[config.mk]
export PLATFORM = sky130hd
export DESIGN_NAME = base64_stream_line_wrap_top
export DESIGN_NICKNAME = d
export VERILOG_FILES = /design/src/sv/b64lw_pkg.sv /design/src/sv/b64lw_enc.sv /design/src/sv/b64lw_ser.sv /design/src/sv/base64_stream_line_wrap_top.sv
export SDC_FILE = /design/constraint.sdc
export NUM_CORES = 1
export LEC_CHECK = 0
export BUFFER_PORTS_ARGS = -buffer_cell sky130_fd_sc_hd__buf_4
export CAP_MARGIN = 20
export CORE_UTILIZATION = 45
export CTS_CLUSTER_SIZE = 14
export DETAILED_ROUTE_END_ITERATION = 12
export SYNTH_ARGS = -nofsm -noshare
export SYNTH_HDL_FRONTEND = slang
export SYNTH_HIERARCHICAL = 1
export SYNTH_SLANG_ARGS = --single-unit
export TNS_END_PERCENT = 10
[constraint.sdc]
create_clock -name clk -period 5.9 [get_ports clk]
set_clock_uncertainty 0.15 [all_clocks]
set_input_delay 0.59 -clock clk [delete_from_list [all_inputs] [get_ports clk]]
set_output_delay 0.59 -clock clk [all_outputs]
set_load 0.01 [all_outputs]
[src/sv/b64lw_pkg.sv]
// Shared types, constants and character mapping for the base64 line-wrap encoder.
`default_nettype none

package b64lw_pkg;

  localparam logic [7:0] WRAP_LIMIT_RESET = 8'd76;
  localparam logic [7:0] CHAR_NEWLINE     = 8'h0A;
  localparam logic [7:0] CHAR_PAD         = 8'h3D;
  localparam logic [8:0] GROUP_CHARS      = 9'd4;

  localparam int BURST_MAX = 5;
  localparam logic [2:0] CNT_NONE  = 3'd0;
  localparam logic [2:0] CNT_ONE   = 3'd1;
  localparam logic [2:0] CNT_GROUP = 3'd4;
  localparam logic [2:0] CNT_WRAP  = 3'd5;

  // Characters caused by one input byte, first character in slot 0.
  typedef struct packed {
    logic [BURST_MAX-1:0][7:0] chars;
    logic [2:0]                cnt;
  } b64lw_burst_t;

  // Map a 6-bit value to its standard base64 character.
  function automatic logic [7:0] b64_char(input logic [5:0] v);
    logic [7:0] c;
    if (v < 6'd26) begin
      c = 8'h41 + {2'b00, v};
    end else if (v < 6'd52) begin
      c = 8'h61 + {2'b00, v} - 8'd26;
    end else if (v < 6'd62) begin
      c = 8'h30 + {2'b00, v} - 8'd52;
    end else if (v == 6'd62) begin
      c = 8'h2B;
    end else begin
      c = 8'h2F;
    end
    return c;
  endfunction

endpackage

`default_nettype wire

[src/sv/b64lw_enc.sv]
// Message state and group encoding: turns one accepted byte into a character burst.
`default_nettype none

module b64lw_enc
  import b64lw_pkg::*;
(
  input  wire logic         clk,
  input  wire logic         rst,
  input  wire logic         cfg_we,
  input  wire logic [7:0]   cfg_data,
  input  wire logic         accept,
  input  wire logic [7:0]   data_byte,
  input  wire logic         end_of_message,
  output b64lw_burst_t      burst
);

  logic [7:0] limit;
  logic [7:0] held0;
  logic [7:0] held1;
  logic [1:0] held_count;
  logic [7:0] line_count;

  logic [1:0] held_count_next;
  logic [7:0] line_count_next;
  logic [7:0] g0, g1, g2;
  logic       pad2, pad3;
  logic [23:0] w;
  logic [8:0] sum;

  always_comb begin
    held_count_next = held_count;
    line_count_next = line_count;
    g0   = held0;
    g1   = held1;
    g2   = data_byte;
    pad2 = 1'b0;
    pad3 = 1'b0;
    sum  = {1'b0, line_count} + GROUP_CHARS;
    burst.cnt = CNT_NONE;

    if (held_count == 2'd2) begin
      burst.cnt = CNT_GROUP;
      held_count_next = 2'd0;
      if (sum > {1'b0, limit}) begin
        burst.cnt = CNT_WRAP;
        line_count_next = 8'd0;
      end else begin
        line_count_next = sum[7:0];
      end
    end else begin
      held_count_next = held_count + 2'd1;
      g2   = 8'd0;
      pad3 = 1'b1;
      if (held_count == 2'd0) begin
        g0   = data_byte;
        g1   = 8'd0;
        pad2 = 1'b1;
      end else begin
        g1 = data_byte;
      end
      if (end_of_message) begin
        burst.cnt = CNT_GROUP;
      end
    end

    if (end_of_message) begin
      held_count_next = 2'd0;
      line_count_next = 8'd0;
    end

    w = {g0, g1, g2};
    burst.chars[0] = b64_char(w[23:18]);
    burst.chars[1] = b64_char(w[17:12]);
    burst.chars[2] = pad2 ? CHAR_PAD : b64_char(w[11:6]);
    burst.chars[3] = pad3 ? CHAR_PAD : b64_char(w[5:0]);
    burst.chars[4] = CHAR_NEWLINE;
  end

  always_ff @(posedge clk) begin
    if (rst) begin
      limit      <= WRAP_LIMIT_RESET;
      held_count <= 2'd0;
      line_count <= 8'd0;
      held0      <= 8'd0;
      held1      <= 8'd0;
    end else begin
      if (cfg_we) begin
        limit <= cfg_data;
      end
      if (accept) begin
        held_count <= held_count_next;
        line_count <= line_count_next;
        if (held_count == 2'd0) begin
          held0 <= data_byte;
        end else if (held_count == 2'd1) begin
          held1 <= data_byte;
        end
      end
    end
  end

endmodule

`default_nettype wire

[src/sv/b64lw_ser.sv]
// Burst register that hands out one character per cycle while out_ready is high.
`default_nettype none

module b64lw_ser
  import b64lw_pkg::*;
(
  input  wire logic         clk,
  input  wire logic         rst,
  input  wire logic         in_valid,
  output logic              in_ready,
  input  wire b64lw_burst_t burst,
  output logic              out_valid,
  input  wire logic         out_ready,
  output logic [7:0]        out_char,
  output logic              last_of_run
);

  logic [BURST_MAX-1:0][7:0] chars;
  logic [2:0]                cnt;
  logic                      pop;

  assign out_valid   = (cnt != CNT_NONE);
  assign out_char    = chars[0];
  assign last_of_run = (cnt == CNT_ONE);
  assign pop         = out_valid && out_ready;
  // Take a new request when empty or when the last character leaves now.
  assign in_ready    = (cnt == CNT_NONE) || (last_of_run && out_ready);

  always_ff @(posedge clk) begin
    if (rst) begin
      cnt <= CNT_NONE;
    end else if (in_valid && in_ready) begin
      cnt <= burst.cnt;
    end else if (pop) begin
      cnt <= cnt - 3'd1;
    end
  end

  always_ff @(posedge clk) begin
    if (in_valid && in_ready) begin
      chars <= burst.chars;
    end else if (pop) begin
      chars <= {8'h00, chars[BURST_MAX-1:1]};
    end
  end

endmodule

`default_nettype wire

[src/sv/base64_stream_line_wrap_top.sv]
// Top level of the streaming base64 encoder with line wrapping.
//
// Input channel (in_valid/in_ready, data_byte, end_of_message): one message
// byte per request. Output channel (out_valid/out_ready, out_char,
// last_of_run): one character per request; last_of_run marks the final
// character caused by an input byte.
// Every third byte of a message yields four base64 characters, plus a newline
// when line count plus four passes wrap_limit. A byte flagged end_of_message
// closes a partial group with '=' padding and clears the message state.
// The first character of a byte is offered in the cycle after the byte is
// accepted. The output side moves one character per cycle while out_ready is
// high, so a byte yielding characters holds the input off until its last one
// leaves; a byte yielding nothing leaves the input ready. Full groups average
// four characters per three bytes, up to five for a wrapping group.
// A new byte is taken in the same cycle the last character of the previous
// burst leaves, so back-to-back operation has no bubble.
// Reset (rst, synchronous) empties the burst register, clears held bytes and
// the line counter, and loads wrap_limit with 76. cfg_we writes wrap_limit.
// When the receiver stalls, the current character holds and input waits.
`default_nettype none

module base64_stream_line_wrap_top
  import b64lw_pkg::*;
(
  input  wire logic       clk,
  input  wire logic       rst,
  input  wire logic       cfg_we,
  input  wire logic [7:0] wrap_limit,
  input  wire logic       in_valid,
  output logic            in_ready,
  input  wire logic [7:0] data_byte,
  input  wire logic       end_of_message,
  output logic            out_valid,
  input  wire logic       out_ready,
  output logic [7:0]      out_char,
  output logic            last_of_run
);

  b64lw_burst_t burst;
  logic         accept;

  // A request is taken only when both sides of the input handshake agree.
  assign accept = in_valid && in_ready;

  // Message state and the encoding of one byte into a burst.
  b64lw_enc u_enc (
    .clk            (clk),
    .rst            (rst),
    .cfg_we         (cfg_we),
    .cfg_data       (wrap_limit),
    .accept         (accept),
    .data_byte      (data_byte),
    .end_of_message (end_of_message),
    .burst          (burst)
  );

  // Burst register: hold the characters and drain them one per cycle while out_ready is high.
  b64lw_ser u_ser (
    .clk         (clk),
    .rst         (rst),
    .in_valid    (in_valid),
    .in_ready    (in_ready),
    .burst       (burst),
    .out_valid   (out_valid),
    .out_ready   (out_ready),
    .out_char    (out_char),
    .last_of_run (last_of_run)
  );

  // Never overwrite a burst that still has characters waiting.
  a_no_overwrite: assert property (@(posedge clk) disable iff (rst)
    accept |-> (!out_valid || (out_ready && last_of_run)))
    else $error("input taken while characters still pending");

  // A burst drains without gaps until its last character.
  a_burst_continues: assert property (@(posedge clk) disable iff (rst)
    (out_valid && out_ready && !last_of_run) |=> out_valid)
    else $error("burst ended before its last character");

  // A newline only ever closes a burst.
  a_newline_last: assert property (@(posedge clk) disable iff (rst)
    (out_valid && (out_char == CHAR_NEWLINE)) |-> last_of_run)
    else $error("newline not at end of burst");

endmodule

`default_nettype wire

## Yosys cells after proc, flatten, opt, wreduce, memory -nomap -nowiden

Index checks and enable logic that the tools add are counted.

| cells by class | value |
|---|---|
| $add $sub $neg | 23 |
| order comparisons | 13 |
| bitwise gates (word level) | 1 |
| equality and inequality tests | 7 |
| muxes and demuxes | 37 |
| reduce and logical (&&, ||, !) cells | 11 |

Operator list:

| operator | number |
|---|---|
| two-way mux 8 bit | 22 |
| adder 7 x 6 -> 8 bit, first input constant | 8 |
| two-way mux 32 bit | 2 |
| < comparator 6 bit, second input constant | 8 |
| subtractor 8 x 5 -> 8 bit, second input constant | 4 |
| subtractor 8 x 6 -> 8 bit, second input constant | 4 |
| adder 6 x 6 -> 7 bit, first input constant | 4 |
| equality test 6 bit, second input constant | 4 |
| < comparator 6 x 5 -> 1 bit, second input constant | 4 |
| two-way mux 3 bit | 8 |
| adder 8 x 3 -> 9 bit, second input constant | 1 |
| greater-than comparator 9 x 8 -> 1 bit | 1 |
| two-way mux 2 bit | 2 |
| nonzero test 2 bit | 2 |
| equality test 3 x 1 -> 1 bit, second input constant | 1 |
| logical AND 1 bit | 3 |
| logical NOT 3 bit | 1 |
| two-way mux 1 bit | 3 |
| AND reduction 3 bit | 1 |
| nonzero test 3 bit | 1 |
| subtractor 3 x 1 -> 3 bit, second input constant | 1 |
| adder 2 x 1 -> 2 bit, second input constant | 1 |
| equality test 2 x 1 -> 1 bit, second input constant | 1 |
| equality test 2 bit, second input constant | 1 |
| other kinds (4) | 4 |

| storage, ports and cells | value |
|---|---|
| bits in registers | 71 |
| input port bits | 22 |
| logic and storage cells | 103 |

## Logic depth before layout (Yosys ltp)

Gate-level depths: netlist of the first run.

| depth | value |
|---|---|
| word-level depth | 10 |
| depth in mapped cells | 13 |
| gate-level depth less buffers | 11 |

## Hierarchy

The synthesis of the first run kept the hierarchy.

Modules (own cells, without submodules):

| module | cells an instance | times used | area an instance (µm²) |
|---|---|---|---|
| b64lw_enc | 467 | 1 | 3,628.5 |
| b64lw_ser | 124 | 1 | 1,966.9 |
| base64_stream_line_wrap_top | 1 | 1 | 6.3 |

## Least setup slack after synthesis of the first run

No wires, ideal clock.

| timing path | value |
|---|---|
| kind | in2reg |
| start | input data_byte[0] |
| end | register u_ser/chars[21] (netlist bit), data pin |
| library setup time | 260 ps |
| setup slack | 2,930 ps |
| arrival | 2,560 ps |
| cell stages on the path | 11 |
| path buffers | 2 |
| cell sequence | clkbuf_1 -> nand2_1 -> a21boi_1 -> ha_1 -> and4b_2 -> o22ai_1 -> and2_1 -> buf_6 -> nor3_1 -> a311o_1 -> mux2_2 |

RTL lines:

| element | line | RTL |
|---|---|---|
| start: declaration | base64_stream_line_wrap_top.sv:31 | `input wire logic [7:0] data_byte,` |
| end signal: assignment | b64lw_ser.sv:41 | `chars <= burst.chars;` |
| end signal: assignment | b64lw_ser.sv:43 | `chars <= {8'h00, chars[BURST_MAX-1:1]};` |
| end: declaration | b64lw_ser.sv:18 | `logic [BURST_MAX-1:0][7:0] chars;` |

==> results of run 1 <==
[per-layer routing]
| metal | vias to the layer above | global-route usage [%] |
|---|---|---|
| met2 | 72 | 36.9 |
| met4 | 0 | 10.3 |
| met3 | 24 | 3.67 |
| li1 | 2143 | - |
| met5 | - | 0 |
| met1 | 2083 | 27.0 |
[cells in the final DEF, fill, tap and decap left out, types with 9 or more instances in the layout]
cell type	n
nor2_1	42
conb_1	9
nor2b_1	11
nand2_1	44
ha_1	30
a211oi_1	9
mux2_2	32
nand3_1	14
buf_4	37
mux2i_1	17
clkbuf_16	9
dfxtp_1	35
and2_1	19
a21oi_1	29
o21ai_0	14
inv_1	33
o211ai_1	14
edfxtp_1	40
[power by group through the flow]
stage                     Combinational, uW  Sequential [uW]  Clock [uW]
after CTS                               707              822         572
final                                   702              821         559
after global routing                    779              836         598
after floorplan                         578              809           0
after global placement                  688              832           0
after detailed placement                703              832           0
[cell usage after synthesis, types with 7 or more instances]
cell      count  area [sq um]
a211oi_1      9          67.6
a21oi_1      29           145
and2_1       19           119
buf_4        22           165
buf_6         9           101
clkbuf_1     15          56.3
dfxtp_1      35           701
edfxtp_1     40          1200
ha_1         30           375
inv_1        33           124
mux2_2       32           360
mux2i_1      17           170
nand2_1      44           165
nand2b_1      7          43.8
nand3_1      14          70.1
nand3b_1      7          52.6
nor2_1       42           158
nor2b_1      11          68.8
nor3_1        7          35.0
o211ai_1     14           105
o21a_1        7          52.6
o21ai_0      14          70.1
[critical path, delay by kind of cell, from the launching register on]
family / cells / cell delay [ns]
simple gates: 4 / 1.08
compound gates: 3 / 0.69
mux: 1 / 0.26
buf+inv: 2 / 0.64
fa+ha+maj: 1 / 0.23
flops: 1 / 0.45
[cell families after synthesis]
family | synth area share, %
simple gates | 19.5
fa+ha+maj | 6.70
mux | 10.7
buf+inv | 8.71
flops | 34.0
xor+xnor | 1.41
compound gates | 18.9
other cells | 0.134
[through the flow]
stage               area (sq um)  utilization (%)  hold slack [ns]  setup slack, ns
global route                6060             50.3            0.332             1.81
finish                      6060             50.3            0.315             2.11
CTS                         6060             50.3            0.306             2.15
floorplan                   5630                -            0.310             2.93
global placement            5760             47.8            0.326             2.27
detailed placement          5760             47.8            0.340             2.17
[registers in the layout, indices dropped and copies added, names as in the netlist]
name and flops:
u_enc/line_count 6, u_enc/held1 8, u_enc/held0 8, u_ser/out_char 8, u_ser/chars 32, u_ser/cnt 3, u_enc/limit 8, u_enc/held_count 2
[path summary, 6_finish.rpt]
| kind | from | to | cells after the start |
|---|---|---|---|
| max | u_enc/held_count[1] | u_ser/chars[21] | 11 |
| min | wrap_limit[3] | u_enc/limit[3] | 3 |
| max reg2reg | u_enc/held_count[1] | u_ser/chars[21] | 11 |
| min reg2reg | u_enc/limit[0] | u_enc/limit[0] | 2 |
[final cells by class]
type                       count  area [sq um]
tap                          168           210
clock inverter                 7          76.3
clock buffer                   9           225
multi-input combinational    436          3240
fill                        1138          6000
sequential                    75          1900
inverter                      36           135
timing repair buffer          37           278
==> metrics.md, run 1 <==
| Metric | Value |
|---|---|
| Post-CTS setup buffers | `0` |
| Final WL | `13,300 microns` |
| Max-Cap Viols | `0` |
| Via count | `4,322` |
| Die W | `114 microns` |
| Nets@finish | `647` |
| Worst slew pin tran | `0.716 ns` |
| Period minus WS final | `3.79 ns` |
| DR WL met2 | `6520 microns` |
| Post-Layout Cell Count | `768` |
| Chip height | `114 microns` |
| Core area | `12,100 sq um` |
| Mapped Avg Cell Area | `9.46 sq um` |
| CP Cell Sequence | `buf_4, nor2b_1, buf_4, a21boi_1, ha_1, and4b_2, o22ai_1, and2_1, nor3_1, a311o_1, mux2_2` |
| Die area | `12,900 sq um` |
| Vias/cell | `5.63` |
| Max clock buf depth | `2` |
| H-tree depth | `3` |
| Setup violators final | `0` |
| Synth Flop Type | `edfxtp_1` |
| Net Switching | `678 uW` |
| Wl on met1 | `6000 microns` |
| Fraction of layout cells with a size suffix above 1 | `20.0%` |
| Slew headroom | `52.3%` |
| CTS Buf Count | `9` |
| Row count | `40` |
| Initial Util | `46.4%` |
| Final Max Tran Viols | `0` |
| CTS tree | `done` |
| Flops & latches, synth | `75` |
| Tot GR Track Use | `21.8%` |
| Hold Crit Class | `in -> reg` |
| Post-route ant nets | `0` |
| Leakage power | `0.00252 uW` |
| Cell mode on critical path | `buf_4` |
| Crit path launch type | `flip-flop` |
| Clock Latency Late Sink | `0.34 ns` |
| Tcrit/Tclk final | `64.2%` |
| Drt pass-1 iters | `5` |
| Synthesis Warnings | `6` |
| WP data arrival | `3.73 ns` |
| Switching share of power | `32.5%` |
| Peak supply drop | `0.000167 V` |
| Mapped Area | `5600 sq um` |
| Largest stage delay on the critical path | `0.45 ns` |
| RSZ-0062 raised after global routing | `false` |
| # hold bufs at CTS | `0` |
| TNS Setup | `0 ns` |
| Largest net degree at the start of global routing | `46` |
| Clock Pin Slew Worst Setup and Hold Paths | `0.06 ns` |
| CP required | `5.84 ns` |
| Area grow syn2layout | `8.26%` |
| Post-synthesis sequential area ratio | `34.0%` |
| Max Freq | `0.264 GHz` |
| Drt first-iter violations | `320` |
| Post-synth ARST share | `0%` |
| Hold Violations, Final | `0` |
| Initial antenna violation count | `0` |
| Crit end category | `flip-flop` |
| CP max FO | `24` |
| Clock Tree Root | `clkbuf_16` |
| Mapped Cells | `592` |
| Buffers on Ports | `32` |
| N_diodes | `0` |
| Slowest-stage cell, CP | `dfxtp_1` |
| Number of remaining DRC errors | `0` |
| Int Pwr | `1400 uW` |
| Clock power frac | `26.8%` |
| Post-cts resize count | `0` |
| Sink Count | `75` |
| GPL Wtd Cong | `0.898` |
| Synth cell types | `88` |
| Hpwl dp | `9680 microns` |
| Placed instance count | `752` |
| Combinational share of power | `33.7%` |
| Grt total ovfl | `0` |
| Flop pwr share | `39.4%` |
| CP Class | `reg -> reg` |
| Top Layer Used | `met4` |
| Number of synthesized flops with an enable pin | `40` |
| Tot Pwr | `2080 uW` |
| I/O pin total | `33` |
| Pwr Density | `343 nW/um^2` |
| Status | `complete, no violations` |
| Global-route wire length before repair | `21,500 microns` |
| Met3 WL | `393 microns` |
| Vias in the first global route | `4,184` |
| Average wire per standard cell | `17.3 microns` |
| R2R Setup Slk | `2.11 ns` |
No activity file was read; power rests on OpenSTA's default activity.
==> run 2, diff against run 1 <==
--- a/config.mk
+++ b/config.mk
@@ -5,6 +5,7 @@
 export SDC_FILE = /design/constraint.sdc
 export NUM_CORES = 1
 export LEC_CHECK = 0
+export ABC_AREA = 1
 export BUFFER_PORTS_ARGS = -buffer_cell sky130_fd_sc_hd__buf_4
 export CAP_MARGIN = 20
 export CORE_UTILIZATION = 45
==> constraint.sdc (replaced) <==
create_clock -name clk -period 3.09 [get_ports clk]
set_clock_uncertainty 0.15 [all_clocks]
set_input_delay 0.309 -clock clk [delete_from_list [all_inputs] [get_ports clk]]
set_output_delay 0.309 -clock clk [all_outputs]
set_load 0.01 [all_outputs]
==> metrics.md, run 2 <==
| Metric | Value |
|---|---|
| Status | `finished with violations` |
| Failing checks | `design-rule violations` |
| Nets@finish | `848 (+31%)` |
| I/O pin total | `33 (unchanged)` |
| Post-synth top area share | `22.0% (+0.56 points)` |
| Post-CTS setup buffers | `0 (unchanged)` |
| Slowest-stage cell, CP | `nor2_2` |
| Vias in the first global route | `4,613 (+10%)` |
| Largest cells by area after synthesis | `edfxtp_1 (22%), nand2_1 (17%), dfxtp_1 (13%), inv_1 (6.9%), ha_1 (6.9%)` |
| Crit path launch type | `flip-flop` |
| Peak supply drop | `0.000782 V (+370%)` |
| # hold bufs at CTS | `0 (unchanged)` |
| Slew headroom | `52.0% (-0.34 points)` |
| Leakage power | `0.00288 uW (+14%)` |
| Initial Util | `47.0% (+0.56 points)` |
| Tcrit/Tclk final | `90.9% (+27 points)` |
| Pwr Density | `759 nW/um^2 (+120%)` |
| Crit end category | `flip-flop` |
| CP Class | `reg -> reg` |
| Area of the multi-input gates | `2890 sq um (-11%)` |
| Hold Violations, Final | `0 (unchanged)` |
| Core area | `11,600 sq um (-3.7%)` |
| Chip height | `112 microns (-1.3%)` |
| CP max FO | `11 (-54%)` |
| Largest stage delay on the critical path | `0.45 ns (about the same)` |
| Buffers on Ports | `32 (unchanged)` |
| Clock Latency Late Sink | `0.34 ns (about the same)` |
| Die area | `12,600 sq um (-2.5%)` |
| Fillers | `1,180 (+3.7%)` |
| Mapped Area | `5460 sq um (-2.5%)` |
| CP Cell Sequence | `nor2_2, nand2_1, o21ai_2, inv_1, ha_1, inv_1, nand2_1, nor2_2, nand2_1, nand3_1, nand2_1, nand2_1, nand2_1` |
| Worst hold slack | `0.0421 ns (-0.273 ns)` |
| Final Max Tran Viols | `0 (unchanged)` |
| Hpwl dp | `9820 microns (+1.4%)` |
| Max Freq | `0.356 GHz (+35%)` |
| Period minus WS final | `2.81 ns (-0.980 ns)` |
| Setup violators final | `0 (unchanged)` |
| Cell mode on critical path | `nand2_1` |
| Mapped Avg Cell Area | `7.03 sq um (-26%)` |
| Post-cts resize count | `0 (unchanged)` |
| Die W | `112 microns (-1.3%)` |
| Fraction of layout cells with a size suffix above 1 | `12.5% (-7.5 points)` |
| Clock Pin Slew Worst Setup and Hold Paths | `0.06 ns (about the same)` |
| Synthesis Warnings | `6 (unchanged)` |
| Flops & latches, synth | `75 (unchanged)` |
| Average wire per standard cell | `13.8 microns (-20%)` |
| Drt pass-1 iters | `11 (+6)` |
| Via count | `4,726 (+9.3%)` |
| Clock Tree Root | `clkbuf_16` |
| RSZ-0062 raised after global routing | `false` |
| Mapped Cells | `776 (+31%)` |
| WP data arrival | `2.75 ns (-0.98 ns)` |
| Synth area leader | `edfxtp_1` |
| Biggest register | `u_ser/chars` |
| FF/Latch Area | `1900 sq um (unchanged)` |
| Max-Cap Viols | `0 (unchanged)` |
| Initial antenna violation count | `0 (unchanged)` |
| Synth cell types | `41 (-53%)` |
| Grt total ovfl | `0 (unchanged)` |
| Synth Flop Type | `edfxtp_1` |
| Post-route ant nets | `0 (unchanged)` |
| Worst slew pin tran | `0.719 ns (+0.00355 ns)` |
| GPL Wtd Cong | `0.879 (-2.1%)` |
| Number of synthesized flops with an enable pin | `40 (unchanged)` |
| Number of remaining DRC errors | `2 (+2)` |
| Final WL | `13,000 microns (-2.1%)` |
| Tot GR Track Use | `22.2% (+0.46 points)` |
| Global-route wire length before repair | `22,000 microns (+2.1%)` |
| H-tree depth | `3 (unchanged)` |
| Post-synth ARST share | `0% (unchanged)` |
| Most frequent cells in the layout | `nand2_1 (243), inv_1 (101), nor2_1 (55), nand3_1 (50), a21oi_1 (47)` |
| N_diodes | `0 (unchanged)` |
| Largest net degree at the start of global routing | `46 (unchanged)` |
| Most frequent cell after synthesis | `nand2_1` |
| Max reg flops | `32 (unchanged)` |
| Hold Crit Class | `in -> reg` |
| Top post-synthesis cells by count | `nand2_1 (243), inv_1 (101), nor2_1 (55)` |
| CTS tree | `done` |
| Max clock buf depth | `2 (unchanged)` |
| Sink Count | `75 (unchanged)` |
| Row count | `39 (-2.5%)` |
| Post-synthesis sequential area ratio | `34.8% (+0.89 points)` |
| TNS Setup | `0 ns (unchanged)` |
| CTS Buf Count | `9 (unchanged)` |
| Area grow syn2layout | `10.2%` |
| CP required | `3.03 ns (-2.81 ns)` |
| Commonest non-fill, non-tap cell in the layout | `nand2_1` |
| Vias/cell | `5.01 (-11%)` |
| Drt first-iter violations | `244 (-24%)` |
run 2: cell types whose count changed in the layout (fill, tap and decap cells not counted), moves of 17 or more:
cell / before / now
a21oi_1: 29 / 47
and2_1: 19 / 0
inv_1: 33 / 101
mux2_2: 32 / 0
mux2i_1: 17 / 0
nand2_1: 44 / 243
nand3_1: 14 / 50
o21ai_0: 14 / 34
run 2: worst max-delay path, delay by kind of cell (launching register included):
kind            cells  cell delay, ns
flops               1            0.42
fa+ha+maj           1            0.21
buf+inv             2            0.20
compound gates      1            0.18
simple gates        9            1.40
run 2: power by group:
part           leakage, uW  internal (uW)  total, uW  switching (uW)
logic              0.00205            592       1770            1180
registers         0.000682           1560       1680             122
clock network     0.000145            703       1120             417
total              0.00288           2850       4570            1720
run 2: worst paths after layout:
path	from	to	slack, ns	depth (start not counted)
worst min-delay path	wrap_limit[6]	u_enc/limit[6]	0.04	3
worst min register to register	u_enc/limit[3]	u_enc/limit[3]	0.32	2
worst max register to register	u_enc/held_count[0]	u_ser/out_char[3]	0.28	13
worst max-delay path	u_enc/held_count[0]	u_ser/out_char[3]	0.28	13
run 2: cells by family (layout without fill, tap and decap cells):
kind of cell / Yosys count / after routing / share of synthesized area, %
simple gates: 386 / 386 / 30.4
buf+inv: 152 / 170 / 12.8
compound gates: 111 / 111 / 11.8
flops: 75 / 75 / 34.8
fa+ha+maj: 30 / 30 / 6.88
xor+xnor: 20 / 20 / 3.21
other cells: 2 / 9 / 0.138
run 2: final cells by class:
class | instances | share of cell area [%]
Timing Repair Buffer | 39 | 4.87
Inverter | 115 | 7.22
Multi-Input combinational cell | 556 | 48.1
Tap cell | 143 | 2.97
Clock buffer | 9 | 3.74
Clock inverter | 7 | 1.54
Sequential cell | 75 | 31.6
run 2: per-layer routing:
| metal | global-route usage, % | up-vias | share of wire [%] |
|---|---|---|---|
| met5 | 0 | - | 0 |
| met4 | 9.51 | 0 | 2.3 |
| met3 | 3.29 | 22 | 2.5 |
| met2 | 39.3 | 85 | 48 |
| met1 | 27.0 | 2139 | 47 |
| li1 | - | 2480 | - |
run 2: per-stage QoR:
step	power (uW)	utilization (%)	setup slack (ns)	instance area (sq um)	cells
floorplan	3060	-	0.632	5490	783
global placement	3480	49.1	0.308	5700	928
detailed placement	3490	49.1	0.333	5700	928
CTS	4630	51.8	0.318	6020	944
global route	4930	51.8	0.0623	6020	944
finish	4570	51.8	0.281	6020	944
